<file path="src/hdl/rcpc_pkg.sv">
`timescale 1ns / 1ps
`default_nettype none

package rcpc_pkg;

    localparam int CH_W      = 4;
    localparam int TS_W      = 32;
    localparam int WIDTH_W   = 16;
    localparam int DIR_W     = 2;
    localparam int MAG_W     = 8;
    localparam int CFG_IDX_W = 3;
    localparam int CFG_W     = 16;

    // iterative divider: |offset| * 255 over |span|
    localparam int DVD_W     = 24;
    localparam int DVS_W     = 16;
    localparam int DIV_CNT_W = 5;

    localparam logic [DIR_W-1:0] DIR_STOP  = 2'd0;
    localparam logic [DIR_W-1:0] DIR_BELOW = 2'd1;
    localparam logic [DIR_W-1:0] DIR_ABOVE = 2'd2;

    localparam logic [CFG_IDX_W-1:0] CFG_DEADBAND_LOW     = 3'd0;
    localparam logic [CFG_IDX_W-1:0] CFG_DEADBAND_HIGH    = 3'd1;
    localparam logic [CFG_IDX_W-1:0] CFG_FULL_REVERSE     = 3'd2;
    localparam logic [CFG_IDX_W-1:0] CFG_FULL_FORWARD     = 3'd3;
    localparam logic [CFG_IDX_W-1:0] CFG_SIGNAL_THRESHOLD = 3'd4;

    localparam logic [CFG_W-1:0] RST_DEADBAND_LOW     = 16'd1480;
    localparam logic [CFG_W-1:0] RST_DEADBAND_HIGH    = 16'd1520;
    localparam logic [CFG_W-1:0] RST_FULL_REVERSE     = 16'd1100;
    localparam logic [CFG_W-1:0] RST_FULL_FORWARD     = 16'd1900;
    localparam logic [CFG_W-1:0] RST_SIGNAL_THRESHOLD = 16'd700;

    localparam logic [MAG_W-1:0] MAG_FULL = 8'd255;

    typedef struct packed {
        logic capture;
        logic setup;
        logic div_start;
        logic load_out;
    } rcpc_cmd_t;

    typedef struct packed {
        logic item_ok;
        logic falling;
        logic div_done;
        logic out_free;
    } rcpc_status_t;

endpackage

`default_nettype wire

</file>
<file path="src/hdl/rcpc_ctrl.sv">
`timescale 1ns / 1ps
`default_nettype none

module rcpc_ctrl
    import rcpc_pkg::*;
(
    input  wire logic         clk,
    input  wire logic         rst_n,
    input  wire logic         in_valid,
    output logic              in_ready,
    input  wire rcpc_status_t status,
    output rcpc_cmd_t         cmd
);

    typedef enum logic [2:0] {
        S_IDLE,
        S_SETUP,
        S_DIV,
        S_WAIT,
        S_OUT
    } state_t;

    state_t state_reg, state_next;
    logic   accept;

    assign in_ready = (state_reg == S_IDLE);
    assign accept   = in_valid && in_ready;

    always_comb
    begin
        state_next    = state_reg;
        cmd.capture   = 1'b0;
        cmd.setup     = 1'b0;
        cmd.div_start = 1'b0;
        cmd.load_out  = 1'b0;
        case (state_reg)
            S_IDLE:
            begin
                cmd.capture = accept;
                // rising edges and unknown channels finish here
                if (accept && status.item_ok && status.falling)
                    state_next = S_SETUP;
            end
            S_SETUP:
            begin
                cmd.setup  = 1'b1;
                state_next = S_DIV;
            end
            S_DIV:
            begin
                cmd.div_start = 1'b1;
                state_next    = S_WAIT;
            end
            S_WAIT:
            begin
                if (status.div_done)
                    state_next = S_OUT;
            end
            S_OUT:
            begin
                cmd.load_out = status.out_free;
                if (status.out_free)
                    state_next = S_IDLE;
            end
            default:
            begin
                state_next = S_IDLE;
            end
        endcase
    end

    always_ff @(posedge clk or negedge rst_n)
    begin
        if (!rst_n)
            state_reg <= S_IDLE;
        else
            state_reg <= state_next;
    end

endmodule

`default_nettype wire

</file>
<file path="config.mk">
export PLATFORM = sky130hd
export DESIGN_NAME = rcpc_ctrl
export DESIGN_NICKNAME = d
export VERILOG_FILES = /design/src/hdl/rcpc_pkg.sv /design/src/hdl/rcpc_ctrl.sv
export SDC_FILE = /design/constraint.sdc
export NUM_CORES = 1
export LEC_CHECK = 0
export ABC_AREA = 1
export CAP_MARGIN = 30
export CORE_AREA = 2 2 39 41
export CTS_BUF_LIST = sky130_fd_sc_hd__clkbuf_2 sky130_fd_sc_hd__clkbuf_4 sky130_fd_sc_hd__clkbuf_8
export DETAILED_ROUTE_END_ITERATION = 8
export DIE_AREA = 0 0 41 43
export DONT_BUFFER_PORTS = 1
export GPL_TIMING_DRIVEN = 0
export PLACE_DENSITY_LB_ADDON = 0.08
export SLEW_MARGIN = 15
export SYNTH_ARGS = -nofsm -noshare
export SYNTH_HDL_FRONTEND = slang
export SYNTH_SLANG_ARGS = --single-unit
</file>
<file path="constraint.sdc">
create_clock -name clk -period 1 [get_ports clk]
set_input_delay 0 -clock clk [delete_from_list [all_inputs] [get_ports clk]]
set_output_delay 0 -clock clk [all_outputs]
set_load 0.005 [all_outputs]
</file>
==> flow_results.org, run 1 <==
** Synth
- The synthesized netlist devotes under 10% of its cell area to compound gates.
- Dominant combinational cell family by area after synthesis :: simple AND/OR/NAND/NOR gates
- During synthesis, Yosys emitted a total of 0 warnings.
- Of the total synthesized cell area, the portion taken by AND, OR, NAND and NOR gates is 44.37%.
- Proportion of synthesized area in mux cells :: 0%
- After synthesis the netlist holds a flip-flop and latch count of 3.
- Number of distinct standard cells referenced by the synthesized netlist :: 11
- Largest area contributor in the synthesized netlist :: sky130_fd_sc_hd__dfrtp_1
- Among all flip-flop cells after synthesis, the most frequent one is sky130_fd_sc_hd__dfrtp_1.
- The synthesized netlist occupies a cell area of about 190 µm².
- Async SR Flop Fraction :: 100.0%
- Yosys attributes the largest share of cell area to sky130_fd_sc_hd__dfrtp_1, sky130_fd_sc_hd__inv_1, sky130_fd_sc_hd__nand3_1.
- Fraction of synthesized cell area taken by the top area cell type :: 39.74%
- Most frequently used cell type in the post-synthesis netlist :: sky130_fd_sc_hd__inv_1
- A synthesized cell averages 6.997 µm².
- After synthesis, the most frequently instantiated cells are sky130_fd_sc_hd__inv_1, sky130_fd_sc_hd__nand3_1, sky130_fd_sc_hd__nor2_1, sky130_fd_sc_hd__dfrtp_1, sky130_fd_sc_hd__nand2_1.
- The number of nets in the synthesized netlist is 34.
- Number of enable flip-flop cells after synthesis :: 0
- Parity-gate share of the synthesized area counting xor and xnor cells :: 0%
- Of the total synthesized cell area, the portion taken by full adders, half adders and majority gates is 0%.
- Sequential cell area fraction in the yosys report :: 39.74%
- Count of mapped cells out of synthesis :: 27

** Die
- The floorplan step defined a die boundary enclosing between 1500 and 2000 µm².
- Row count :: 14
- For this configuration, the core starts out at a cell density of around 14%.
- From bottom edge to top edge, the die measures between 40 and 50 µm.
- Pin placement for this block handled 12 I/O pins.
- Measured along the x axis, the die boundary spans around 41 µm.
- Core Region :: roughly 1400 µm²

** Route
- Total met3 wirelength after detailed routing :: 59 µm
- Summed over all layers, the routed wires come to about 500 µm.
- For this block, wires on met1 add up to ~180 µm.
- In the routed layout, each cell is associated on average with a via count of between 4 and 5.
- Number of optimization iterations in the first detailed-route pass :: 2
- Average detailed-routed wire length per instance :: 10.18 µm
- Vias post-DR :: ~210
- Routed wl met2 :: between 200 and 300 µm
- After detailed routing, no signal wire sits above met3.
- For this run, design rule violations remaining after detail routing come to 0.
- In this run, the number of DRC markers left after iteration 0 of detailed routing was 1.
- Remaining antenna violation count :: 0

** Setup path
- Required arrival time at the worst endpoint :: 1.00 ns
- Critical-path cell with the highest stage delay :: sky130_fd_sc_hd__dfrtp_2
- Arrival @ worst endpoint :: around 1.0 ns
- The critical path is of the reg2out type.
- The largest single stage delay on the critical path is approximately 0.45 ns.
- Crit-path cells :: nor2_2 -> and3_1
- In this design, the largest share of critical-path delay is due to flip-flops.
- The critical path contains buffers and inverters numbering 0 combined.
- The worst setup path is launched from a flop.
- Along the worst path, the maximum fanout reaches 5.
- Setup slack on the worst flop-to-flop path :: ~0.020 ns
- Worst setup EP type :: output port

** Final layout
- Share of final-layout standard cells stronger than drive strength 1 :: between 50% and 60%
- Once layout is complete, the utilization of the core stands at between 20% and 30%.
- From synthesis to final layout, the design area changed by 58.94%.
- At the end of the flow, the number of nets in the layout was 42.
- 0 antenna diodes ended up in the layout.
- The register with the most flip-flops in the layout has 3 of them.
- Fill cells in the final layout number around 160.
- Final standard cell area without fillers :: approximately 300 µm²

** Global routing
- Combined global-route utilization of all metal layers :: ~7.6%
- Entering global routing, the biggest net connects 6 pins.
- The total overflow left after global routing is 0.
- The via count of the first global-routing pass came to about 220.
- First-pass GRT wire length :: between 800 and 900 µm
- Initial antenna violation count :: 0

** Run status
- The flow ran to the end, but the final reports show violations.
- The final reports fail on negative setup slack.

** Power and ir drop
- VDD IR-drop max :: roughly 0.86 mV
- Power spread over the standard cell area amounts to approximately 3200 nW/µm².
- Leak Pwr :: 0.1383 nW

** Job
- The tool flagged a number of max-cap violations equal to 0.

** Place
- Last weighted congestion value of the routability-driven placer :: between 0.6 and 0.7
- Once detailed placement completed, the half-perimeter wirelength came to between 400 and 500 µm.
- Port buffering added 0 buffers.
- Placed standard-cell area :: around 210 µm²

** Timing
- Hold is met by between 0.02 and 0.025 ns.
- The hold violation count in the final report was 0.
- Tmin final :: between 1 and 1.5 ns
- Setup repair after global routing missed its margin :: true
- Setup violation total in the final timing report :: 1
- After layout, the worst setup slack is -0.007308 ns.
- Between clock sinks in the finished design, the worst skew comes to 0.001895 ns.
- For the pin with the worst max-slew slack, the measured transition is around 0.21 ns.
- Final setup TNS :: -0.007308 ns
- The final-report max-slew violation count was 0.
- Timing would allow up to just under 1000 MHz.
- In this run the tightest slew margin relative to its limit is between 80% and 90%.
- Dividing the final minimum period by the clock period gives 100.7%.

** Clock network
- Clock tree from TritonCTS :: built
- Counting every sink on the clock net gives 3.
- Root buffer selected by CTS :: sky130_fd_sc_hd__clkbuf_4
- Number of buffers created by CTS :: 3
- The clock passes through at most 2 buffers.
- Insertion delay of the later-clocked pin in the worst-skew pair :: 0.23 ns
- H-tree depth :: 1
- Clock-pin slew was measured on the worst setup and hold paths at around 0.04 ns.

** Min path
- Hold/Removal Path Class :: in2async
-- cells by family (layout without fill, tap and decap cells) --
logic type,Yosys count,after routing
buffers and inverters,6,13
DFF,3,3
and+or+nand+nor,17,17
AOI/OAI and AO/OA,1,1
-- cell usage in the layout (no fill, tap or decap) --
| cell | n |
|---|---|
| sky130_fd_sc_hd__nand4_1 | 2 |
| sky130_fd_sc_hd__clkbuf_4 | 4 |
| sky130_fd_sc_hd__inv_1 | 3 |
| sky130_fd_sc_hd__nand3_2 | 1 |
| sky130_fd_sc_hd__dfrtp_2 | 3 |
| sky130_fd_sc_hd__o211ai_1 | 1 |
| sky130_fd_sc_hd__and3_1 | 1 |
| sky130_fd_sc_hd__inv_2 | 3 |
| sky130_fd_sc_hd__nor2_2 | 5 |
| sky130_fd_sc_hd__nand3_1 | 3 |
| sky130_fd_sc_hd__nand2_2 | 1 |
| sky130_fd_sc_hd__nand2_1 | 3 |
| sky130_fd_sc_hd__dlygate4sd3_1 | 2 |
| sky130_fd_sc_hd__nor4_4 | 1 |
| sky130_fd_sc_hd__buf_4 | 1 |
-- metrics by stage --
step | setup WS, ns | power (mW) | cells
2_1_floorplan | 0.1100 | 0.4906 | 27
3_3_place_gp | -0.01962 | 0.5727 | 43
3_5_place_dp | -0.0002404 | 0.5694 | 43
4_1_cts | -0.01008 | 0.9046 | 49
5_1_grt | -0.07153 | 1.041 | 50
6_report | -0.007308 | 0.9496 | 50
-- repair_timing --
item                                   CTS  global route
endpoints found under the hold margin    5             0
setup buffers                            0             1
pin swaps                                3             0
setup endpoints to repair                4             7
hold buffers                             2             0
resized for setup                        9             4
-- where the power goes --
part	internal [mW]	switching, mW	total [mW]
sequential	0.189	0.114	0.303
combinational	0.163	0.245	0.408
clock	0.177	0.0621	0.239
-- metal layers --
layer,global-route usage [%],vias to the layer above
li1,-,104
met1,7.097,103
met2,10.94,7
met3,3.665,0
met4,8.000,0
met5,0,-
-- area by class of cell --
type | instances | area, µm² | share of cell area (%)
Multi-Input combinational cell | 18 | 121.4 | 40.42
Sequential cell | 3 | 78.83 | 26.25
Clock buffer | 4 | 30.03 | 10.00
Timing Repair Buffer | 3 | 27.53 | 9.167
Inverter | 6 | 22.52 | 7.500
Tap cell | 16 | 20.02 | 6.667
-- path summary, 6_finish.rpt --
kind	startpoint	to	cells past startpoint
worst max-delay path	state_reg[1]	cmd[3]	2
worst min-delay path	rst_n	state_reg[0]	1
worst max register to register	state_reg[0]	state_reg[2]	4
worst min register to register	state_reg[2]	state_reg[2]	2
max in group asynchronous	rst_n	state_reg[2]	1
min in group clk	status[0]	state_reg[2]	3
Note: power is estimated with default switching activity, not from simulation.
==> run 2: changes to the inputs <==
--- a/config.mk
+++ b/config.mk
@@ -14,7 +14,8 @@
 export DONT_BUFFER_PORTS = 1
 export GPL_TIMING_DRIVEN = 0
 export PLACE_DENSITY_LB_ADDON = 0.08
-export SLEW_MARGIN = 15
+export SETUP_SLACK_MARGIN = 0.15
+export SLEW_MARGIN = 20
 export SYNTH_ARGS = -nofsm -noshare
 export SYNTH_HDL_FRONTEND = slang
 export SYNTH_SLANG_ARGS = --single-unit
==> run 2 against run 1 <==
  * The flow still finishes with violations (negative setup slack)
  * Utilization up 3.1 points
  * Register-to-register slack worse by 0.03 ns
  * Wire length up 9.2%
  * Worst hold slack worse by 0.00065 ns
  * Via count down 2.3%
  * Clock skew down 0.0015 ns
  * Non-clock buffer count up 2
  * Largest power group unchanged
  * Highest routed layer unchanged
==> flow_results.org, run 2 (same netlist as run 1, synthesis figures left out) <==
** Die
- Area of the die :: about 1800 µm²
- The floorplan step set the die height to 43 µm.
- The die is between 40 and 50 µm wide.
- Pin placement for this block handled 12 I/O pins.
- Effective utilization at floorplan :: between 10% and 20%
- Row count :: 14
- The core region is ~1400 µm².

** Route
- Vias post-DR :: around 210
- For this run, the detailed router's first-pass iteration total came to 1.
- After detailed routing, the average wire length per cell comes to around 11 µm.
- Detailed Route WL :: 556 µm
- The count of nets left with antenna violations once routing finished came out at 0.
- After detailed routing, the number of vias per cell comes to between 4 and 5.
- 1st-iter DRT viols :: 0
- For this run, design rule violations remaining after detail routing come to 0.

** Run status
- Failing checks :: negative setup slack
- Run status :: finished, violations left

** Setup path
- The critical path is of the reg2out type.
- Arrival @ worst endpoint :: 1.01 ns
- The critical path goes through nor2_4 -> inv_2 -> nor2_2.
- The slowest stage of the critical path belongs to the cell sky130_fd_sc_hd__dfrtp_2.
- The largest single stage delay on the critical path is approximately 0.47 ns.
- Required arrival time at the worst endpoint :: 1.00 ns
- STA classifies the critical path endpoint as an output port.
- In this run the worst path has a maximum fanout of 5.
- The worst setup path is launched from a flop.

** Timing
- Setup repair after global routing could not meet its margin everywhere.
- Final setup TNS :: -0.02219 ns
- Final Worst Setup Slack :: -0.007559 ns
- Dividing the final minimum period by the clock period gives 100.8%.
- Tmin final :: 1.008 ns
- On the final layout, the worst hold slack is just under 0.02 ns.
- Fmax :: approximately 990 MHz
- Total count of hold-check failures in the final report :: 0
- Slew headroom :: between 80% and 90%
- At the pin with the least slew margin, the transition time is about 0.22 ns.
- Worst setup skew after layout :: 0.0004255 ns
- Setup violations remaining at the end of the flow were counted as 3.
- Count of pins over their slew limit :: 0

** Final layout
- Share of final-layout standard cells stronger than drive strength 1 :: a little under two thirds
- Number of nets in the layout :: 44
- The register with the most flip-flops in the layout has 3 of them.
- From synthesis to final layout, the design area changed by 81.46%.
- The number of antenna diodes in the final layout is 0.
- In the layout the commonest cells are sky130_fd_sc_hd__nor2_4, sky130_fd_sc_hd__clkbuf_4.
- Fill cells in the final layout number 165.

** Clock network
- Clock tree from TritonCTS :: built
- CTS built an H-tree with a depth of 1.
- Counting every sink on the clock net gives 3.
- The clock passes through at most 2 buffers.
- TritonCTS created 3 clock buffers.
- Insertion delay of the later-clocked pin in the worst-skew pair :: approximately 0.23 ns
- Reg clk slew, reported paths :: around 0.040 ns
- Root buffer selected by CTS :: sky130_fd_sc_hd__clkbuf_4

** Place
- Detailed-placement wirelength estimate :: 413.2 µm
- PortBufs :: 0
- At the end of routability-driven placement, the weighted congestion stood at between 0.6 and 0.7.

** Global routing
- Initial antenna violation count :: 0
- The via count of the first global-routing pass is around 220.
- First-pass GRT wire length :: about 850 µm
- The total overflow left after global routing is 0.
- Global routing used about 7.5% of the available tracks across all layers.
- Maximum number of pins on one net before global-route repair :: 6

** Job
- Across the run, the number of max-cap violations was 0.

** Min path
- Hold/Removal Path Class :: in2async

** Power and ir drop
- For this design the ratio of total power to cell area is approximately 3300 nW/µm².
- VDD sags by at most about 0.8 mV.
- In this run the static leakage power is between 0.15 and 0.2 nW.
## run 2: layer usage
| metal | share of wire, % | track usage [%] |
|---|---|---|
| met5 | 0 | 0 |
| met4 | 0 | 8.000 |
| met3 | 6.7 | 1.571 |
| met2 | 56 | 10.63 |
| met1 | 37 | 8.387 |
## run 2: what timing repair did
action                     4_1_cts  5_1_grt
hold endpoints to repair         5        0
setup endpoints to repair        8        8
hold buffers                     2        0
setup buffers                    2        1
pin swaps                        1        1
gates resized for setup          9        9
## run 2: per-stage QoR
step           total power [mW]  setup WS, ns  area [µm²]  cells  utilization [%]
2_1_floorplan            0.5013        0.1306       191.4     27                -
3_3_place_gp             0.5845      0.003956       211.5     43            15.28
3_5_place_dp             0.5802       0.02733       211.5     43            15.28
4_1_cts                  0.9902      -0.01640       301.5     51            21.79
5_1_grt                   1.225      -0.05941       342.8     52            24.77
6_report                  1.129     -0.007559       342.8     52            24.77
## run 2: final timing paths
kind	start	endpoint	slack [ns]	cells past startpoint
worst max-delay path	state_reg[0]	cmd[1]	-0.008	3
max in group asynchronous	rst_n	state_reg[1]	0.82	1
worst min-delay path	rst_n	state_reg[2]	0.02	1
worst min register to register	state_reg[2]	state_reg[2]	0.64	3
worst max register to register	state_reg[0]	state_reg[0]	-0.008	5
min in group clk	status[0]	state_reg[2]	0.02	3
## run 2: cell type report
cell class | count | area (µm²) | share of cell area (%)
Clock buffer | 4 | 30.03 | 8.759
Inverter | 6 | 22.52 | 6.569
Multi-Input combinational cell | 18 | 148.9 | 43.43
Sequential cell | 3 | 78.83 | 22.99
Tap cell | 16 | 20.02 | 5.839
Timing Repair Buffer | 5 | 42.54 | 12.41
## run 2: where the power goes
part	internal, mW	switching, mW	total [mW]
Combinational	0.263	0.295	0.558
Sequential	0.189	0.147	0.336
Clock	0.176	0.0591	0.235
## run 2: critical path: cells and delay by family, from the launching register on
| family | cells | cell delay [ns] |
|---|---|---|
| buffers and inverters | 1 | 0.07 |
| DFF | 1 | 0.47 |
| and+or+nand+nor | 2 | 0.24 |
==> run 3: changes to the inputs <==
==> constraint.sdc (replaced) <==
create_clock -name clk -period 1.3 [get_ports clk]
set_input_delay 0 -clock clk [delete_from_list [all_inputs] [get_ports clk]]
set_output_delay 0 -clock clk [all_outputs]
set_load 0.005 [all_outputs]
==> run 3 against run 2 <==
  * The flow now finishes without violations
  * Wire length fell by 9.5%
  * Critical path depth did not move
  * Non-clock buffer count fell by 3
  * Combinational power fell by 55%
  * Utilization fell by 5.4 points
  * Sequential share of layout area rose by 5.0 points
  * Sequential cell count did not move
  * Cell area fell by 22%
  * Via count fell by 3.8%
  * Die area did not move
  * Count of clock-buffer cells in the layout did not move
  * Register-to-register slack improved by 0.31 ns
  * Highest routed layer unchanged
==> flow_results.org, run 3 (same netlist as run 1, synthesis figures left out) <==
** Setup path
- Required arrival time at the worst endpoint :: approximately 1.3 ns
- Maximum net fanout on the critical path :: 5
- Critical Path Source Type :: flop
- The worst setup path is of the reg2out kind.
- STA classifies the critical path endpoint as an output port.
- Arrival @ worst endpoint :: between 1 and 1.5 ns
- Counting cells, the worst reg-to-reg path comes to 4.

** Final layout
- The library cell used most frequently in the layout, excluding fill and tap cells, is sky130_fd_sc_hd__inv_1.
- Area taken by flip-flops and latches :: approximately 75 µm²
- Most frequent cells in the layout :: sky130_fd_sc_hd__inv_1, sky130_fd_sc_hd__nand3_1, sky130_fd_sc_hd__clkbuf_4
- Summing all multi-input logic gate instances after layout gives about 100 µm².
- Flip-flop count of the largest register, all copies and words added :: 3
- Area added between synthesis and finish :: 41.72%
- Fill cells in the final layout number approximately 170.
- Share of final-layout standard cells stronger than drive strength 1 :: approximately 24%
- The number of antenna diodes in the final layout is 0.
- Final cell count without fillers :: 49
- The net count of the finished layout is 41.

** Timing
- Final setup TNS :: 0 ns
- Actual slew at the worst max-slew pin :: about 0.25 ns
- Total count of hold-check failures in the final report :: 0
- Tmin final :: between 1 and 1.5 ns
- Fmax :: ~970 MHz
- Setup violations remaining at the end of the flow were counted as 0.
- After layout, the worst path uses around four fifths of the clock period.
- Slew headroom :: about 83%
- Setup repair after global routing left no endpoint under its margin.
- The final-report max-slew violation count came to 0.
- Worst setup skew after layout :: approximately 0.001 ns

** Power and ir drop
- In this run the static leakage power is around 0.14 nW.
- The worst-case IR drop observed on VDD is approximately 0.60 mV.
- In this run the power density over the cells is roughly 2400 nW/µm².

** Global routing
- Summed over all layers, the global routing overflow is 0.
- First-pass GRT wire length :: ~810 µm
- GR Layer Usage met1 :: around 7.4%
- The via count of the first global-routing pass is around 220.
- Global Route met2 Usage :: roughly 10%
- In the global route stage, met3 resource usage came out at 3.665%.
- Most used routing layer in global routing :: met2
- Initial antenna violation count :: 0
- Entering global routing, the biggest net connects 6 pins.
- Global routing used 7.545% of the available tracks across all layers.

** Route
- After the first detailed-routing iteration, the DRC count stood at 0.
- Detailed Route WL :: a little over 500 µm
- Once detail routing completed, the nets flagged for antenna violations numbered 0.
- For this block, the via count after detailed routing is approximately 200.
- Number of optimization iterations in the first detailed-route pass :: 1
- Residual DRC count :: 0
- Average detailed-routed wire length per instance :: roughly 10 µm
- In the routed layout, each cell is associated on average with a via count of around 4.1.

** Clock network
- TritonCTS Sinks :: 3
- TritonCTS built the clock tree.
- In this run the number of H-tree levels came out at 1.
- For the worst-skew pair, the clock arrives at the later sink with an insertion delay of between 0.2 and 0.25 ns.
- In this run the clock root is driven by a sky130_fd_sc_hd__clkbuf_4.
- Number of buffers created by CTS :: 3
- Reg clk slew, reported paths :: approximately 0.040 ns
- In this run the deepest clock path goes through 2 buffers.

** Die
- The die is a little over 40 µm wide.
- Core Region :: between 1000 and 1500 µm²
- Once the floorplan was initialized, standard cells occupied 13.65% of the core.
- Number of ports placed on the die boundary :: 12
- The die is 43 µm tall.
- Area of the die :: 1763 µm²
- Row count :: 14

** Run status
- Run status :: finished, final reports clean

** Place
- Number of placed cells counting well taps :: 43
- PortBufs :: 0
- Last weighted congestion value of the routability-driven placer :: 0.6263
- The HPWL after detailed placement is 416.6 µm.

** Min path
- Hold/Removal Path Class :: in2async

** Job
- # Max-Cap Violations :: 0
run 3: worst paths after layout:
kind	from	to	slack [ns]
max in group asynchronous	rst_n	state_reg[1]	1.14
min in group clk	status[0]	state_reg[2]	0.05
worst min register to register	state_reg[2]	state_reg[0]	0.64
worst max-delay path	state_reg[0]	cmd[1]	0.27
worst min-delay path	rst_n	state_reg[2]	0.02
worst max register to register	state_reg[0]	state_reg[2]	0.30
run 3: power breakdown:
part | switching [mW] | internal, mW | leakage [nW]
Clock | 0.0457 | 0.136 | 0.0184
Sequential | 0.0634 | 0.137 | 0.0376
Combinational | 0.158 | 0.0920 | 0.0807
run 3: layout make-up:
| cell class | instances | share of cell area, % |
|---|---|---|
| Tap cell | 16 | 7.477 |
| Sequential cell | 3 | 28.04 |
| Multi-Input combinational cell | 18 | 37.38 |
| Inverter | 6 | 8.411 |
| Clock buffer | 4 | 11.21 |
| Timing Repair Buffer | 2 | 7.477 |
run 3: critical path, cell delays in order (launching register included):
cell	delay, ns
sky130_fd_sc_hd__dfrtp_1	0.43
sky130_fd_sc_hd__nor2_2	0.16
sky130_fd_sc_hd__inv_1	0.08
sky130_fd_sc_hd__nor2_1	0.13
run 3: through the flow:
stage	setup WS [ns]	total power, mW	util [%]	instance area [µm²]	hold slack (ns)
after detailed placement	0.2998	0.4380	15.10	209.0	-0.2955
after CTS	0.2207	0.6385	18.72	259.0	0.01401
after global placement	0.2804	0.4405	15.10	209.0	-0.2955
after floorplan	0.4100	0.3774	-	188.9	-0.2956
after global routing	0.1639	0.7033	19.35	267.8	0.02177
final	0.2683	0.6323	19.35	267.8	0.02029
run 3: timing repair:
| action | in CTS | in global routing |
|---|---|---|
| setup endpoints to repair | 0 | 2 |
| endpoints found under the hold margin | 5 | 0 |
| hold buffers | 2 | 0 |
| resized for setup | 0 | 2 |
| setup buffers | 0 | 0 |
run 3: per-layer routing:
metal | part of all wire (%) | routed length, µm | up-vias
met1 | 34 | 170 | 94
met2 | 55 | 275 | 7
met5 | 0 | 0 | -
li1 | - | - | 100
met4 | 0 | 0 | 0
met3 | 11 | 56 | 0
