## src/hdl/rcpc_pkg.sv

```systemverilog
`timescale 1ns / 1ps
`default_nettype none

package rcpc_pkg;

    localparam int CH_W      = 4;
    localparam int TS_W      = 32;
    localparam int WIDTH_W   = 16;
    localparam int DIR_W     = 2;
    localparam int MAG_W     = 8;
    localparam int CFG_IDX_W = 3;
    localparam int CFG_W     = 16;

    // iterative divider: |offset| * 255 over |span|
    localparam int DVD_W     = 24;
    localparam int DVS_W     = 16;
    localparam int DIV_CNT_W = 5;

    localparam logic [DIR_W-1:0] DIR_STOP  = 2'd0;
    localparam logic [DIR_W-1:0] DIR_BELOW = 2'd1;
    localparam logic [DIR_W-1:0] DIR_ABOVE = 2'd2;

    localparam logic [CFG_IDX_W-1:0] CFG_DEADBAND_LOW     = 3'd0;
    localparam logic [CFG_IDX_W-1:0] CFG_DEADBAND_HIGH    = 3'd1;
    localparam logic [CFG_IDX_W-1:0] CFG_FULL_REVERSE     = 3'd2;
    localparam logic [CFG_IDX_W-1:0] CFG_FULL_FORWARD     = 3'd3;
    localparam logic [CFG_IDX_W-1:0] CFG_SIGNAL_THRESHOLD = 3'd4;

    localparam logic [CFG_W-1:0] RST_DEADBAND_LOW     = 16'd1480;
    localparam logic [CFG_W-1:0] RST_DEADBAND_HIGH    = 16'd1520;
    localparam logic [CFG_W-1:0] RST_FULL_REVERSE     = 16'd1100;
    localparam logic [CFG_W-1:0] RST_FULL_FORWARD     = 16'd1900;
    localparam logic [CFG_W-1:0] RST_SIGNAL_THRESHOLD = 16'd700;

    localparam logic [MAG_W-1:0] MAG_FULL = 8'd255;

    typedef struct packed {
        logic capture;
        logic setup;
        logic div_start;
        logic load_out;
    } rcpc_cmd_t;

    typedef struct packed {
        logic item_ok;
        logic falling;
        logic div_done;
        logic out_free;
    } rcpc_status_t;

endpackage

`default_nettype wire

```

## src/hdl/rcpc_div.sv

```systemverilog
`timescale 1ns / 1ps
`default_nettype none

module rcpc_div
    import rcpc_pkg::*;
(
    input  wire logic             clk,
    input  wire logic             rst_n,
    input  wire logic             start,
    input  wire logic [DVD_W-1:0] dividend,
    input  wire logic [DVS_W-1:0] divisor,
    output logic      [DVD_W-1:0] quotient,
    output logic                  done
);

    logic                 busy_reg, busy_next;
    logic                 done_reg, done_next;
    logic [DIV_CNT_W-1:0] cnt_reg, cnt_next;
    logic [DVD_W-1:0]     quo_reg, quo_next;
    logic [DVS_W-1:0]     rem_reg, rem_next;
    logic [DVS_W-1:0]     dvs_reg, dvs_next;
    logic [DVS_W:0]       rem_shift;
    logic [DVS_W:0]       rem_sub;

    // restoring divide, one quotient bit per cycle
    assign rem_shift = {rem_reg, quo_reg[DVD_W-1]};
    assign rem_sub   = rem_shift - {1'b0, dvs_reg};

    always_comb
    begin
        busy_next = busy_reg;
        done_next = 1'b0;
        cnt_next  = cnt_reg;
        quo_next  = quo_reg;
        rem_next  = rem_reg;
        dvs_next  = dvs_reg;
        if (start)
        begin
            busy_next = 1'b1;
            cnt_next  = DIV_CNT_W'(DVD_W);
            quo_next  = dividend;
            rem_next  = '0;
            dvs_next  = divisor;
        end
        else if (busy_reg)
        begin
            if (!rem_sub[DVS_W])
            begin
                rem_next = rem_sub[DVS_W-1:0];
                quo_next = {quo_reg[DVD_W-2:0], 1'b1};
            end
            else
            begin
                rem_next = rem_shift[DVS_W-1:0];
                quo_next = {quo_reg[DVD_W-2:0], 1'b0};
            end
            cnt_next = cnt_reg - 1'b1;
            if (cnt_reg == DIV_CNT_W'(1))
            begin
                busy_next = 1'b0;
                done_next = 1'b1;
            end
        end
    end

    always_ff @(posedge clk or negedge rst_n)
    begin
        if (!rst_n)
        begin
            busy_reg <= 1'b0;
            done_reg <= 1'b0;
            cnt_reg  <= '0;
        end
        else
        begin
            busy_reg <= busy_next;
            done_reg <= done_next;
            cnt_reg  <= cnt_next;
        end
    end

    always_ff @(posedge clk)
    begin
        quo_reg <= quo_next;
        rem_reg <= rem_next;
        dvs_reg <= dvs_next;
    end

    assign quotient = quo_reg;
    assign done     = done_reg;

endmodule

`default_nettype wire

```

## src/hdl/rcpc_datapath.sv

```systemverilog
`timescale 1ns / 1ps
`default_nettype none

module rcpc_datapath
    import rcpc_pkg::*;
#(
    parameter int NUM_CHANNELS = 11
)
(
    input  wire logic                 clk,
    input  wire logic                 rst_n,
    input  wire rcpc_cmd_t            cmd,
    output rcpc_status_t              status,
    input  wire logic                 cfg_we,
    input  wire logic [CFG_IDX_W-1:0] cfg_index,
    input  wire logic [CFG_W-1:0]     cfg_data,
    input  wire logic [CH_W-1:0]      in_channel,
    input  wire logic                 in_level,
    input  wire logic [TS_W-1:0]      in_ts,
    input  wire logic                 out_ready,
    output logic                      out_valid,
    output logic [CH_W-1:0]           out_channel,
    output logic [WIDTH_W-1:0]        out_width,
    output logic [DIR_W-1:0]          out_direction,
    output logic [MAG_W-1:0]          out_magnitude,
    output logic                      out_present
);

    localparam int IDX_W = (NUM_CHANNELS > 1) ? $clog2(NUM_CHANNELS) : 1;
    localparam int CHX_W = 6;
    localparam int SQ_W  = DVD_W + 2;

    // configuration
    logic [CFG_W-1:0] db_low_reg, db_high_reg, full_rev_reg, full_fwd_reg, thresh_reg;

    always_ff @(posedge clk or negedge rst_n)
    begin
        if (!rst_n)
        begin
            db_low_reg   <= RST_DEADBAND_LOW;
            db_high_reg  <= RST_DEADBAND_HIGH;
            full_rev_reg <= RST_FULL_REVERSE;
            full_fwd_reg <= RST_FULL_FORWARD;
            thresh_reg   <= RST_SIGNAL_THRESHOLD;
        end
        else if (cfg_we)
        begin
            case (cfg_index)
                CFG_DEADBAND_LOW:     db_low_reg   <= cfg_data;
                CFG_DEADBAND_HIGH:    db_high_reg  <= cfg_data;
                CFG_FULL_REVERSE:     full_rev_reg <= cfg_data;
                CFG_FULL_FORWARD:     full_fwd_reg <= cfg_data;
                CFG_SIGNAL_THRESHOLD: thresh_reg   <= cfg_data;
                default: ;
            endcase
        end
    end

    // channel decode and start times
    logic [CHX_W-1:0] ch_ext;
    logic [IDX_W-1:0] idx;
    logic             ch_ok;
    logic [TS_W-1:0]  start_reg [NUM_CHANNELS];
    logic [TS_W-1:0]  start_rd;
    logic [TS_W-1:0]  diff;
    logic [WIDTH_W-1:0] w_sat;

    assign ch_ext   = {{(CHX_W-CH_W){1'b0}}, in_channel};
    assign idx      = ch_ext[IDX_W-1:0];
    assign ch_ok    = ch_ext < CHX_W'(NUM_CHANNELS);
    assign start_rd = ch_ok ? start_reg[idx] : '0;
    assign diff     = in_ts - start_rd;
    assign w_sat    = (|diff[TS_W-1:WIDTH_W]) ? {WIDTH_W{1'b1}} : diff[WIDTH_W-1:0];

    always_ff @(posedge clk or negedge rst_n)
    begin
        if (!rst_n)
        begin
            for (int i = 0; i < NUM_CHANNELS; i++)
            begin
                start_reg[i] <= '0;
            end
        end
        else if (cmd.capture && ch_ok && in_level)
        begin
            start_reg[idx] <= in_ts;
        end
    end

    logic [WIDTH_W-1:0] w_reg;
    logic [CH_W-1:0]    ch_reg;

    always_ff @(posedge clk)
    begin
        if (cmd.capture)
        begin
            w_reg  <= w_sat;
            ch_reg <= in_channel;
        end
    end

    // classification and divider operands
    logic               in_band, below;
    logic [DIR_W-1:0]   dir_next;
    logic [WIDTH_W:0]   offset, span, off_abs17, span_abs17;
    logic [DVD_W-1:0]   num_next;
    logic [DIR_W-1:0]   dir_reg;
    logic [DVD_W-1:0]   num_reg;
    logic [DVS_W-1:0]   den_reg;
    logic               neg_reg, base_reg, zero_reg, full_reg;

    always_comb
    begin
        in_band = (w_reg >= db_low_reg) && (w_reg <= db_high_reg);
        below   = w_reg < db_low_reg;
        if (in_band)
            dir_next = DIR_STOP;
        else if (below)
            dir_next = DIR_BELOW;
        else
            dir_next = DIR_ABOVE;
        if (below)
        begin
            offset = {1'b0, w_reg} - {1'b0, full_rev_reg};
            span   = {1'b0, db_low_reg} - {1'b0, full_rev_reg};
        end
        else
        begin
            offset = {1'b0, w_reg} - {1'b0, db_high_reg};
            span   = {1'b0, full_fwd_reg} - {1'b0, db_high_reg};
        end
        off_abs17  = offset[WIDTH_W] ? (~offset + 1'b1) : offset;
        span_abs17 = span[WIDTH_W] ? (~span + 1'b1) : span;
        // times 255
        num_next = {off_abs17[WIDTH_W-1:0], 8'd0} - {8'd0, off_abs17[WIDTH_W-1:0]};
    end

    always_ff @(posedge clk)
    begin
        if (cmd.setup)
        begin
            dir_reg  <= dir_next;
            num_reg  <= num_next;
            den_reg  <= span_abs17[DVS_W-1:0];
            // below the band the gain is negative
            neg_reg  <= offset[WIDTH_W] ^ span[WIDTH_W] ^ below;
            base_reg <= below;
            zero_reg <= in_band || (w_reg == '0);
            full_reg <= (span == '0);
        end
    end

    logic [DVD_W-1:0] quot;
    logic             div_done;

    rcpc_div u_div (
        .clk      (clk),
        .rst_n    (rst_n),
        .start    (cmd.div_start),
        .dividend (num_reg),
        .divisor  (den_reg),
        .quotient (quot),
        .done     (div_done)
    );

    // signed quotient plus base, clamped to a byte
    logic [SQ_W-1:0]  sq, val;
    logic [MAG_W-1:0] mag;

    always_comb
    begin
        sq  = neg_reg ? (~{2'b00, quot} + 1'b1) : {2'b00, quot};
        val = sq + (base_reg ? SQ_W'(MAG_FULL) : '0);
        if (zero_reg)
            mag = '0;
        else if (full_reg)
            mag = MAG_FULL;
        else if (val[SQ_W-1])
            mag = '0;
        else if (|val[SQ_W-2:MAG_W])
            mag = MAG_FULL;
        else
            mag = val[MAG_W-1:0];
    end

    // output register
    logic out_valid_reg;

    always_ff @(posedge clk or negedge rst_n)
    begin
        if (!rst_n)
            out_valid_reg <= 1'b0;
        else if (cmd.load_out)
            out_valid_reg <= 1'b1;
        else if (out_ready)
            out_valid_reg <= 1'b0;
    end

    always_ff @(posedge clk)
    begin
        if (cmd.load_out)
        begin
            out_channel   <= ch_reg;
            out_width     <= w_reg;
            out_direction <= dir_reg;
            out_magnitude <= mag;
            out_present   <= w_reg > thresh_reg;
        end
    end

    assign out_valid       = out_valid_reg;
    assign status.item_ok  = ch_ok;
    assign status.falling  = !in_level;
    assign status.div_done = div_done;
    assign status.out_free = !out_valid_reg || out_ready;

endmodule

`default_nettype wire

```

## config.mk

```make
export PLATFORM = sky130hd
export DESIGN_NAME = rcpc_datapath
export DESIGN_NICKNAME = d
export VERILOG_FILES = /design/src/hdl/rcpc_pkg.sv /design/src/hdl/rcpc_div.sv /design/src/hdl/rcpc_datapath.sv
export SDC_FILE = /design/constraint.sdc
export NUM_CORES = 1
export LEC_CHECK = 0
export BUFFER_PORTS_ARGS = -buffer_cell sky130_fd_sc_hd__buf_2
export CAP_MARGIN = 20
export CORE_ASPECT_RATIO = 0.9
export CORE_MARGIN = 2
export CORE_UTILIZATION = 50
export CTS_BUF_LIST = sky130_fd_sc_hd__clkbuf_8
export DETAILED_ROUTE_END_ITERATION = 7
export GPL_ROUTABILITY_DRIVEN = 0
export GPL_TIMING_DRIVEN = 0
export PLACE_DENSITY = 0.73
export SYNTH_ARGS = -nofsm -noshare
export SYNTH_HDL_FRONTEND = slang
export SYNTH_HIERARCHICAL = 1
export SYNTH_SLANG_ARGS = --single-unit
```

## constraint.sdc

```tcl
create_clock -name clk -period 10 [get_ports clk]
set_input_delay 3 -clock clk [delete_from_list [all_inputs] [get_ports clk]]
set_output_delay 3 -clock clk [all_outputs]
set_load 0.005 [all_outputs]
```

==> results.py, run 1 <==
metrics = {
    "clock_tree": {
        "root_buffer": "clkbuf_8",
        "path_clk_slew_ps": 60,
        "post-cts-setup-buffer-count": 0,
        "h-tree-depth": 3,
        "clock-sinks": 593,
        "clockBufferDepth": 3,
        "clkLatencyLatePin_ps": 740,
        "cts_tree": "built",
        "cts_hold_buf": 0,
        "numCtsBuffers": 98,
    },
    "detailed_routing": {
        "ant_nets": 0,
        "wl_um": 89420,
        "vias": 25310,
        "drt_pass1_iterations": 5,
        "wl_per_cell_um": 21.00,
        "remaining_drc_errors": 0,
        "vias_per_cell": 5.945,
        "drt_iter0_drc": 2112,
    },
    "sta": {
        "worstMarginPinSlew_ps": 1159,
        "hold_viol": 0,
        "maxSlewHeadroom": 0.2274,
        "setup_viol": 0,
        "whs_ps": 406.5,
        "skew_ps": 69.89,
        "maxSlewViolCount": 0,
        "finalCritPeriodShare": 0.9510,
        "max_freq_mhz": 105.1,
        "period_needed_ps": 9510,
    },
    "global_route": {
        "grt_pass1_vias": 24610,
        "grt_max_degree": 121,
        "antenna_found_initial": 5,
        "grt_pass1_wl_um": 139400,
        "grt.overflow.total": 0,
        "grt_usage": 0.2541,
    },
    "synthesis": {
        "synth_edf_count": 137,
        "yosysTopAreaCell": "dfrtp_1",
        "syn_area_sq_um": 34370,
        "async_reset_ff_frac": 0.7420,
        "synth_nets": 3314,
        "synth_cell_types": 99,
        "netlist.area_leader.share": 0.3000,
        "synth_seq_cells": 593,
        "ys_warn_count": 6,
        "ys_top_cells_by_area": "dfrtp_1 (30%), mux2_2 (13%), edfxtp_1 (12%), ha_1 (5.9%), mux4_2 (4.2%)",
        "avgSynthCellArea_sq_um": 11.15,
        "syn_inst": 3082,
        "synth_flop_cell": "dfrtp_1",
        "ys_seq_area_frac": 0.4504,
    },
    "place": {
        "place_inst": 4071,
        "dp_hpwl_um": 64430,
        "port_buffers": 99,
    },
    "pwr": {
        "vdd_drop_max_mv": 0.1477,
        "power_leakage_nw": 16.36,
        "power.density_nw_per_um2": 244.4,
    },
    "min_path": {
        "min_from": "den_reg[5]$_DFFE_PP_",
        "hold_path.class": "flip-flop to flip-flop",
    },
    "flow_run": {
        "drv_cap": 0,
    },
    "setup_path": {
        "worstPathArrival_ps": 9950,
        "crit_fanout": 10,
        "required_ps": 10440,
        "crit_path_start": "in_channel[0]",
        "crit_type": "input pin to flip-flop",
        "cp-start-kind": "input pin",
        "reg2reg_from": "w_reg[15]$_SDFFCE_PP1P_",
        "end_kind": "flip-flop",
    },
    "floorplanning": {
        "die_x_um": 280.3,
        "fp-row-count": 91,
        "dieArea_sq_um": 70850,
        "core_sq_um": 68320,
        "ioPinCount": 100,
        "start_util": 0.5030,
        "die_h_um": 252.7,
    },
    "final_layout": {
        "layout.cells.non_filler": 4258,
        "syn2layout_area_growth_pct": 11.17,
        "layout_commonest_cell": "dfrtp_1",
        "drive_above_1_share": 0.2306,
        "largest_register_ffs": 352,
        "fin_nets": 3524,
        "layout_common_cells": "dfrtp_1 (412), mux2_2 (389), nand2_1 (229), o21ai_0 (185), inv_1 (181)",
    },
    "run_status": {
        "status": "finished, final reports clean",
    },
}
[per-layer routing]
layer,part of all wire,global-route usage,up-vias
met5,0.00026,0,-
met4,0.036,0.1021,4
met3,0.075,0.04890,204
met2,0.44,0.3888,925
met1,0.45,0.3563,12490
li1,-,-,11690
[kinds of logic (layout without fill, tap and decap cells)]
kind of cell | after synthesis | count (layout) | synth area share
muxes | 553 | 553 | 0.1985
adders and majority gates | 170 | 170 | 0.06328
and+or+nand+nor | 687 | 687 | 0.09787
xor gates and xnor gates | 163 | 163 | 0.04220
buffers and inverters | 299 | 591 | 0.03404
DFF | 593 | 593 | 0.4504
other | 0 | 1 | 0
AOI/OAI and AO/OA | 617 | 617 | 0.1136
[final timing paths]
kind | to | slack, ps | depth (start not counted)
setup reg to reg | num_reg[20]$_DFFE_PP_ | 2740 | 19
max in group asynchronous | start_reg[341]$_DFFE_PN0P_ | 6390 | 3
hold reg to reg | u_div/dvs_reg[5]$_DFFE_PP_ | 410 | 0
setup / recovery | w_reg[12]$_SDFFCE_PP1P_ | 490 | 23
min in group asynchronous | full_rev_reg[5]$_DFFE_PN0P_ | 2150 | 1
hold / removal | u_div/dvs_reg[5]$_DFFE_PP_ | 410 | 0
[worst max-delay path: stages]
cell and delay (ps):
buf_2 180, clkbuf_1 380, clkdlybuf4s15_1 730, clkbuf_2 510, mux4_2 590, mux2i_1 170
o22ai_1 150, ha_1 270, fa_1 420, nor2b_1 130, o21ai_0 100, a21boi_0 180
o21ai_0 120, a21boi_0 260, o21ai_0 190, a21oi_1 390, a21oi_1 220, nor2b_1 240
o21ai_0 190, o21ai_0 290, mux2i_1 700, clkbuf_1 370, nand4_1 170
[synth_stat cells (all sizes together) (32+ instances only)]
| cell type | count |
|---|---|
| a21o | 41 |
| a21oi | 174 |
| clkbuf | 126 |
| dfrtp | 412 |
| edfxtp | 137 |
| ha | 161 |
| inv | 143 |
| mux2 | 389 |
| mux2i | 100 |
| mux4 | 64 |
| nand2 | 229 |
| nand2b | 47 |
| nand3 | 40 |
| nand4 | 32 |
| nor2 | 149 |
| nor3 | 44 |
| o21ai | 191 |
| xnor2 | 108 |
| xor2 | 54 |
[power by group]
group	switching [mW]	internal (mW)	leakage [nW]
clock network	1.03	1.15	1.18
registers	0.294	3.14	6.91
logic	2.10	1.62	8.26
total	3.42	5.91	16.4
[cell type report]
cell class                      count  area, sq um
Fill cell                        5745        30110
Multi-Input combinational cell   2190        17720
Timing Repair Buffer              110        711.9
Clock inverter                     68        439.2
Inverter                          143        539.3
Clock buffer                      114         1569
Tap cell                          883         1105
Sequential cell                   593        15480
Antenna cell                        1        2.502
Buffer                            156        638.1
[repair_timing]
| item | CTS | global route |
|---|---|---|
| hold endpoints to repair | 0 | 0 |
| setup endpoints to repair | 0 | 15 |
| resized for setup | 0 | 5 |
[through the flow]
| step | instance area [sq um] | worst slack (ps) | TNS, ps | total power, mW | utilization |
|---|---|---|---|---|---|
| after floorplan | 34370 | 1583 | 0 | 6.189 | - |
| after global placement | 35970 | -3223 | -1314490 | 7.007 | 0.5265 |
| after CTS | 38130 | 211.8 | 0 | 9.330 | 0.5582 |
| after global routing | 38210 | -5.303 | -5.303 | 9.940 | 0.5592 |
| after detailed placement | 36120 | -503.5 | -5627 | 7.120 | 0.5288 |
| final | 38210 | 489.6 | 0 | 9.336 | 0.5592 |
No activity file was read; power rests on OpenSTA's default activity.
==> run 2, diff against run 1 <==
CTS_BUF_LIST = not set   (was sky130_fd_sc_hd__clkbuf_8)
REMOVE_ABC_BUFFERS = 1   (was not set)
==> run 2 against run 1 <==
Against the previous run:
- clock power grew 13%
- sequential share of layout area down 0.062 points
- clock skew down 21 ps
- cell count fell by 4.6%
- register-to-register slack improved by 180 ps
- critical endpoint is now w_reg[4]$_SDFFCE_PP1P_
- setup slack gained 630 ps
- combinational power shrank 4%
- largest power group unchanged
- power is 1.7% higher
- utilization grew 0.086 points
- via count is 4.5% lower
- first-iteration DRC count fell by 16%
==> results.py, run 2 (synthesis results as in run 1) <==
metrics = {
    "clock_tree": {
        "cts_hold_buf": 0,
        "clkLatencyLatePin_ps": 660,
        "root_buffer": "clkbuf_16",
        "post-cts-setup-buffer-count": 0,
        "h-tree-depth": 2,
        "path_clk_slew_ps": 60,
        "clockBufferDepth": 3,
        "clock-sinks": 593,
        "numCtsBuffers": 61,
        "cts_tree": "built",
        "cts_resized": 0,
    },
    "floorplanning": {
        "start_util": 0.5030,
        "dieArea_sq_um": 70850,
        "die_h_um": 252.7,
        "die_x_um": 280.3,
        "core_sq_um": 68320,
        "fp-row-count": 91,
        "ioPinCount": 100,
    },
    "sta": {
        "maxSlewViolCount": 0,
        "period_needed_ps": 8878,
        "rsz0062_at_grt": "false",
        "max_freq_mhz": 112.6,
        "hold_viol": 0,
        "worstMarginPinSlew_ps": 1076,
        "finalCritPeriodShare": 0.8878,
        "whs_ps": 418.0,
        "fin_setup_tns_ps": 0,
        "maxSlewHeadroom": 0.2829,
        "setup_viol": 0,
        "skew_ps": 49.12,
    },
    "detailed_routing": {
        "remaining_drc_errors": 0,
        "vias": 24170,
        "ant_nets": 0,
        "drt_pass1_iterations": 5,
        "wl_um": 81590,
        "wl_per_cell_um": 20.09,
        "vias_per_cell": 5.949,
        "drt_iter0_drc": 1782,
    },
    "global_route": {
        "grt.overflow.total": 0,
        "grt_pass1_wl_um": 129700,
        "grt_pass1_vias": 23680,
        "grt_usage": 0.2296,
        "antenna_found_initial": 3,
        "grt_max_degree": 122,
    },
    "setup_path": {
        "end_kind": "flip-flop",
        "slowest_delay_ps": 900,
        "r2r_end": "num_reg[22]$_DFFE_PP_",
        "reg2reg_from": "w_reg[15]$_SDFFCE_PP1P_",
        "cp-start-kind": "input pin",
        "crit_type": "input pin to flip-flop",
        "path_cells": "buf_6 -> buf_16 -> nor2b_4 -> a21oi_1 -> o22a_1 -> ha_1 -> nor2b_1 -> o21ai_0 -> a21boi_0 -> o21ai_1 -> a21boi_0 -> o21ai_1 -> a211oi_1 -> o2111a_1 -> or2_2 -> o211ai_1 -> nor4_1 -> nor4b_2 -> buf_4 -> nand4_1",
        "crit_fanout": 80,
        "worstPathArrival_ps": 9170,
        "r2r.worst_path.cells": 22,
        "required_ps": 10290,
        "cp_slowest_cell": "nor2b_4",
        "rrSetupSlack_ps": 2920,
    },
    "pwr": {
        "power.share.sequential": 0.361,
        "total_power_mw": 9.494,
        "switching_power_mw": 3.292,
        "internal_power_mw": 6.202,
        "vdd_drop_max_mv": 0.1716,
        "combPwrFrac": 0.378,
        "p_sw_frac": 0.3468,
        "power.density_nw_per_um2": 248.1,
        "p_clk_frac": 0.261,
        "power_leakage_nw": 16.27,
    },
    "flow_run": {
        "drv_cap": 0,
    },
    "min_path": {
        "worstHoldEndpoint": "u_div/dvs_reg[3]$_DFFE_PP_",
        "hold_path.class": "flip-flop to flip-flop",
        "min_from": "den_reg[3]$_DFFE_PP_",
        "whs_path_depth": 0,
    },
    "final_layout": {
        "drive_above_1_share": 0.2448,
        "largest_register_ffs": 352,
        "syn2layout_area_growth_pct": 11.34,
        "fin_nets": 3357,
        "layout_common_cells": "dfrtp_1 (412), mux2_2 (389), nand2_1 (226), o21ai_0 (185), a21oi_1 (171)",
        "layout_commonest_cell": "dfrtp_1",
        "layout.cells.non_filler": 4062,
        "final_core_util": 0.5601,
    },
    "place": {
        "place_inst": 3942,
        "dp_hpwl_um": 56350,
        "port_buffers": 99,
    },
    "run_status": {
        "status": "finished, final reports clean",
    },
}
## run 2: per-stage QoR
| stage | setup WS, ps | cell area, sq um |
|---|---|---|
| 6_report | 1122 | 38260 |
| 5_1_grt | 561.4 | 38260 |
| 4_1_cts | 1192 | 38230 |
| 3_5_place_dp | 548.3 | 36020 |
| 3_3_place_gp | -3680 | 35340 |
| 2_1_floorplan | 1682 | 33730 |
## run 2: layout make-up
cell class              instances  area (sq um)
flip-flops and latches        593         15480
repair buffers                136          1095
clock buffers                  79          1700
clock inverters                37         506.7
inverters                     143         539.3
fillers                      5633         30050
multi-input cells            2190         17840
diodes                          1         2.502
well taps                     883          1105
## run 2: how the worst max path moves through the flow
| stage | slack (ps) | from | cells past startpoint | end |
|---|---|---|---|---|
| after floorplan | 1680 | in_channel[0] | 17 | w_reg[10]$_SDFFCE_PP1P_ |
| after global placement | -3680 | in_channel[0] | 18 | w_reg[3]$_SDFFCE_PP1P_ |
| after detailed placement | 550 | in_channel[0] | 20 | w_reg[1]$_SDFFCE_PP1P_ |
| after CTS | 1190 | in_channel[0] | 20 | w_reg[4]$_SDFFCE_PP1P_ |
| after global routing | 560 | in_channel[0] | 20 | w_reg[4]$_SDFFCE_PP1P_ |
| final | 1120 | in_channel[0] | 20 | w_reg[4]$_SDFFCE_PP1P_ |
## run 2: power groups by stage
| stage | combinational, mW | sequential (mW) | clock [mW] |
|---|---|---|---|
| 6_report | 3.58 | 3.43 | 2.48 |
| 5_1_grt | 3.97 | 3.49 | 2.61 |
| 4_1_cts | 3.56 | 3.43 | 2.53 |
| 3_5_place_dp | 3.53 | 3.47 | 0 |
| 3_3_place_gp | 3.44 | 3.44 | 0 |
| 2_1_floorplan | 2.75 | 3.37 | 0 |
## run 2: per-layer routing
metal / GRT usage / share of wire
met5: 0 / 0.00013
met3: 0.03568 / 0.057
met4: 0.07487 / 0.031
met2: 0.3779 / 0.47
met1: 0.3118 / 0.44
## run 2: critical path, delay by kind of cell
family	cells	cell delay (ps)
simple gates	6	2450
compound gates	10	2320
buf+inv	3	1000
fa+ha+maj	1	270
==> run 3, diff against run 2 <==
RECOVER_POWER = 25   (was not set)
==> run 3 against run 2 <==
Against the previous run:
- the flow now finishes with violations (max-capacitance violations, max-slew violations)
- setup slack gained 3.8 ps
- first-iteration DRC count shrank 4.4%
- non-clock buffer count is the same
- combinational power is essentially flat
- register-to-register slack lost 1700 ps
- via count shrank 0.15%
- global-route usage is the same
- utilization shrank 0.21 points
- clock-buffer cell count is the same
- design area shrank 0.37%
- die area is the same
- clock skew shrank 0.92 ps
- largest power group unchanged
- highest routed layer unchanged
==> results.py, run 3 (synthesis results as in run 1) <==
metrics = {
    "sta": {
        "rsz0062_at_grt": "false",
        "whs_ps": 418.3,
        "worstMarginPinSlew_ps": 4155,
        "maxSlewViolCount": 358,
        "finalCritPeriodShare": 0.8875,
        "skew_ps": 48.21,
        "setup_ws_ps": 1125,
        "maxSlewHeadroom": -1.770,
        "setup_viol": 0,
        "period_needed_ps": 8875,
        "fin_setup_tns_ps": 0,
        "max_freq_mhz": 112.7,
        "hold_viol": 0,
    },
    "clock_tree": {
        "cts_resized": 0,
        "cts_tree": "built",
        "root_buffer": "clkbuf_16",
        "path_clk_slew_ps": 60,
        "numCtsBuffers": 61,
        "clockBufferDepth": 3,
        "h-tree-depth": 2,
        "clock-sinks": 593,
        "cts_hold_buf": 0,
        "post-cts-setup-buffer-count": 0,
        "clkLatencyLatePin_ps": 650,
    },
    "setup_path": {
        "path_cells": "buf_6 -> buf_16 -> nor2b_4 -> a21oi_1 -> o22a_1 -> ha_1 -> nor2b_1 -> o21ai_0 -> a21boi_0 -> o21ai_1 -> a21boi_0 -> o21ai_1 -> a211oi_1 -> o2111a_1 -> or2_2 -> o211ai_1 -> nor4_1 -> nor4b_2 -> buf_4 -> nand4_1",
        "crit_fanout": 80,
        "cp-start-kind": "input pin",
        "required_ps": 10300,
        "cp_slowest_cell": "nor2b_4",
        "cp.buffers_inverters": 3,
        "end_kind": "flip-flop",
        "reg2reg_from": "w_reg[7]$_SDFFCE_PP1P_",
        "critPathTopFamily": "simple AND/OR/NAND/NOR gates",
        "worstPathArrival_ps": 9170,
        "r2r.worst_path.cells": 22,
        "r2r_end": "num_reg[22]$_DFFE_PP_",
        "rrSetupSlack_ps": 1200,
        "slowest_delay_ps": 910,
        "crit_type": "input pin to flip-flop",
    },
    "floorplanning": {
        "die_x_um": 280.3,
        "die_h_um": 252.7,
        "fp-row-count": 91,
        "core_sq_um": 68320,
        "start_util": 0.5030,
        "ioPinCount": 100,
        "dieArea_sq_um": 70850,
    },
    "detailed_routing": {
        "ant_nets": 0,
        "wl_per_cell_um": 20.11,
        "remaining_drc_errors": 0,
        "vias": 24130,
        "wl_um": 81670,
        "vias_per_cell": 5.940,
        "drt_iter0_drc": 1703,
        "drt_pass1_iterations": 6,
    },
    "final_layout": {
        "drive_above_1_share": 0.2395,
        "layout_common_cells": "dfrtp_1 (412), mux2_2 (389), nand2_1 (226), o21ai_0 (185), a21oi_1 (171)",
        "nFillCells": 5659,
        "fin_nets": 3357,
        "fin_area_sq_um": 38120,
        "syn2layout_area_growth_pct": 10.93,
        "layout_commonest_cell": "dfrtp_1",
        "largest_register_ffs": 352,
    },
    "pwr": {
        "power.density_nw_per_um2": 249.2,
        "p_sw_frac": 0.3469,
        "total_power_mw": 9.502,
        "switching_power_mw": 3.296,
        "power.share.sequential": 0.361,
        "power_leakage_nw": 16.19,
        "vdd_drop_max_mv": 0.1719,
        "p_clk_frac": 0.261,
        "internal_power_mw": 6.206,
        "combPwrFrac": 0.378,
    },
    "global_route": {
        "grt_pass1_wl_um": 129700,
        "antenna_found_initial": 3,
        "grt_usage": 0.2296,
        "grt_pass1_vias": 23680,
        "grt_max_degree": 122,
        "grt.overflow.total": 0,
    },
    "place": {
        "dpl-instance-area_sq_um": 36020,
        "pre_cts_ws_ps": 548.3,
        "port_buffers": 99,
        "dp_hpwl_um": 56350,
    },
    "min_path": {
        "whs_path_depth": 0,
        "min_from": "den_reg[3]$_DFFE_PP_",
        "worstHoldEndpoint": "u_div/dvs_reg[3]$_DFFE_PP_",
        "hold_path.class": "flip-flop to flip-flop",
    },
    "flow_run": {
        "drv_cap": 9,
    },
    "run_status": {
        "status": "complete, but fails checks",
        "violations": "max-capacitance violations, max-slew violations",
    },
}
run 3: changes by cell type in the layout (fill, tap and decap cells not counted), sizes merged:
cell / delta
buf: -11
clkbuf: +10
clkdlybuf4s25: +1
run 3: metal layers:
layer / vias up / share of wire / global-route usage
li1: 11340 / - / -
met1: 11990 / 0.44 / 0.3118
met2: 625 / 0.47 / 0.3779
met3: 168 / 0.058 / 0.03568
met4: 2 / 0.031 / 0.07487
met5: - / 0.00013 / 0
run 3: layout make-up:
type                    instances  area [sq um]  share of cell area
multi-input cells            2190         17770              0.4661
flip-flops and latches        593         15480              0.4061
clock buffers                  79          1700             0.04460
well taps                     883          1105             0.02898
repair buffers                136          1020             0.02675
inverters                     143         539.3             0.01415
clock inverters                37         506.7             0.01329
diodes                          1         2.502          0.00006564
run 3: worst max-delay path by stage:
stage	cells past startpoint	startpoint	slack, ps	endpoint
6_report	20	in_channel[0]	1130	w_reg[4]$_SDFFCE_PP1P_
5_1_grt	2	rst_n	310	start_reg[225]$_DFFE_PN0P_
4_1_cts	20	in_channel[0]	1190	w_reg[4]$_SDFFCE_PP1P_
3_5_place_dp	20	in_channel[0]	550	w_reg[1]$_SDFFCE_PP1P_
3_3_place_gp	18	in_channel[0]	-3680	w_reg[3]$_SDFFCE_PP1P_
2_1_floorplan	17	in_channel[0]	1680	w_reg[10]$_SDFFCE_PP1P_
run 3: power groups by stage:
stage / sequential [mW] / clock [mW] / combinational [mW]
2_1_floorplan: 3.37 / 0 / 2.75
5_1_grt: 3.50 / 2.61 / 3.97
6_report: 3.43 / 2.48 / 3.59
4_1_cts: 3.43 / 2.53 / 3.56
3_5_place_dp: 3.47 / 0 / 3.53
3_3_place_gp: 3.44 / 0 / 3.44
run 3: through the flow:
step	util	cells
6_report	0.5580	4062
5_1_grt	0.5580	4062
4_1_cts	0.5596	4058
3_5_place_dp	0.5273	3942
3_3_place_gp	0.5172	3908
2_1_floorplan	-	2926
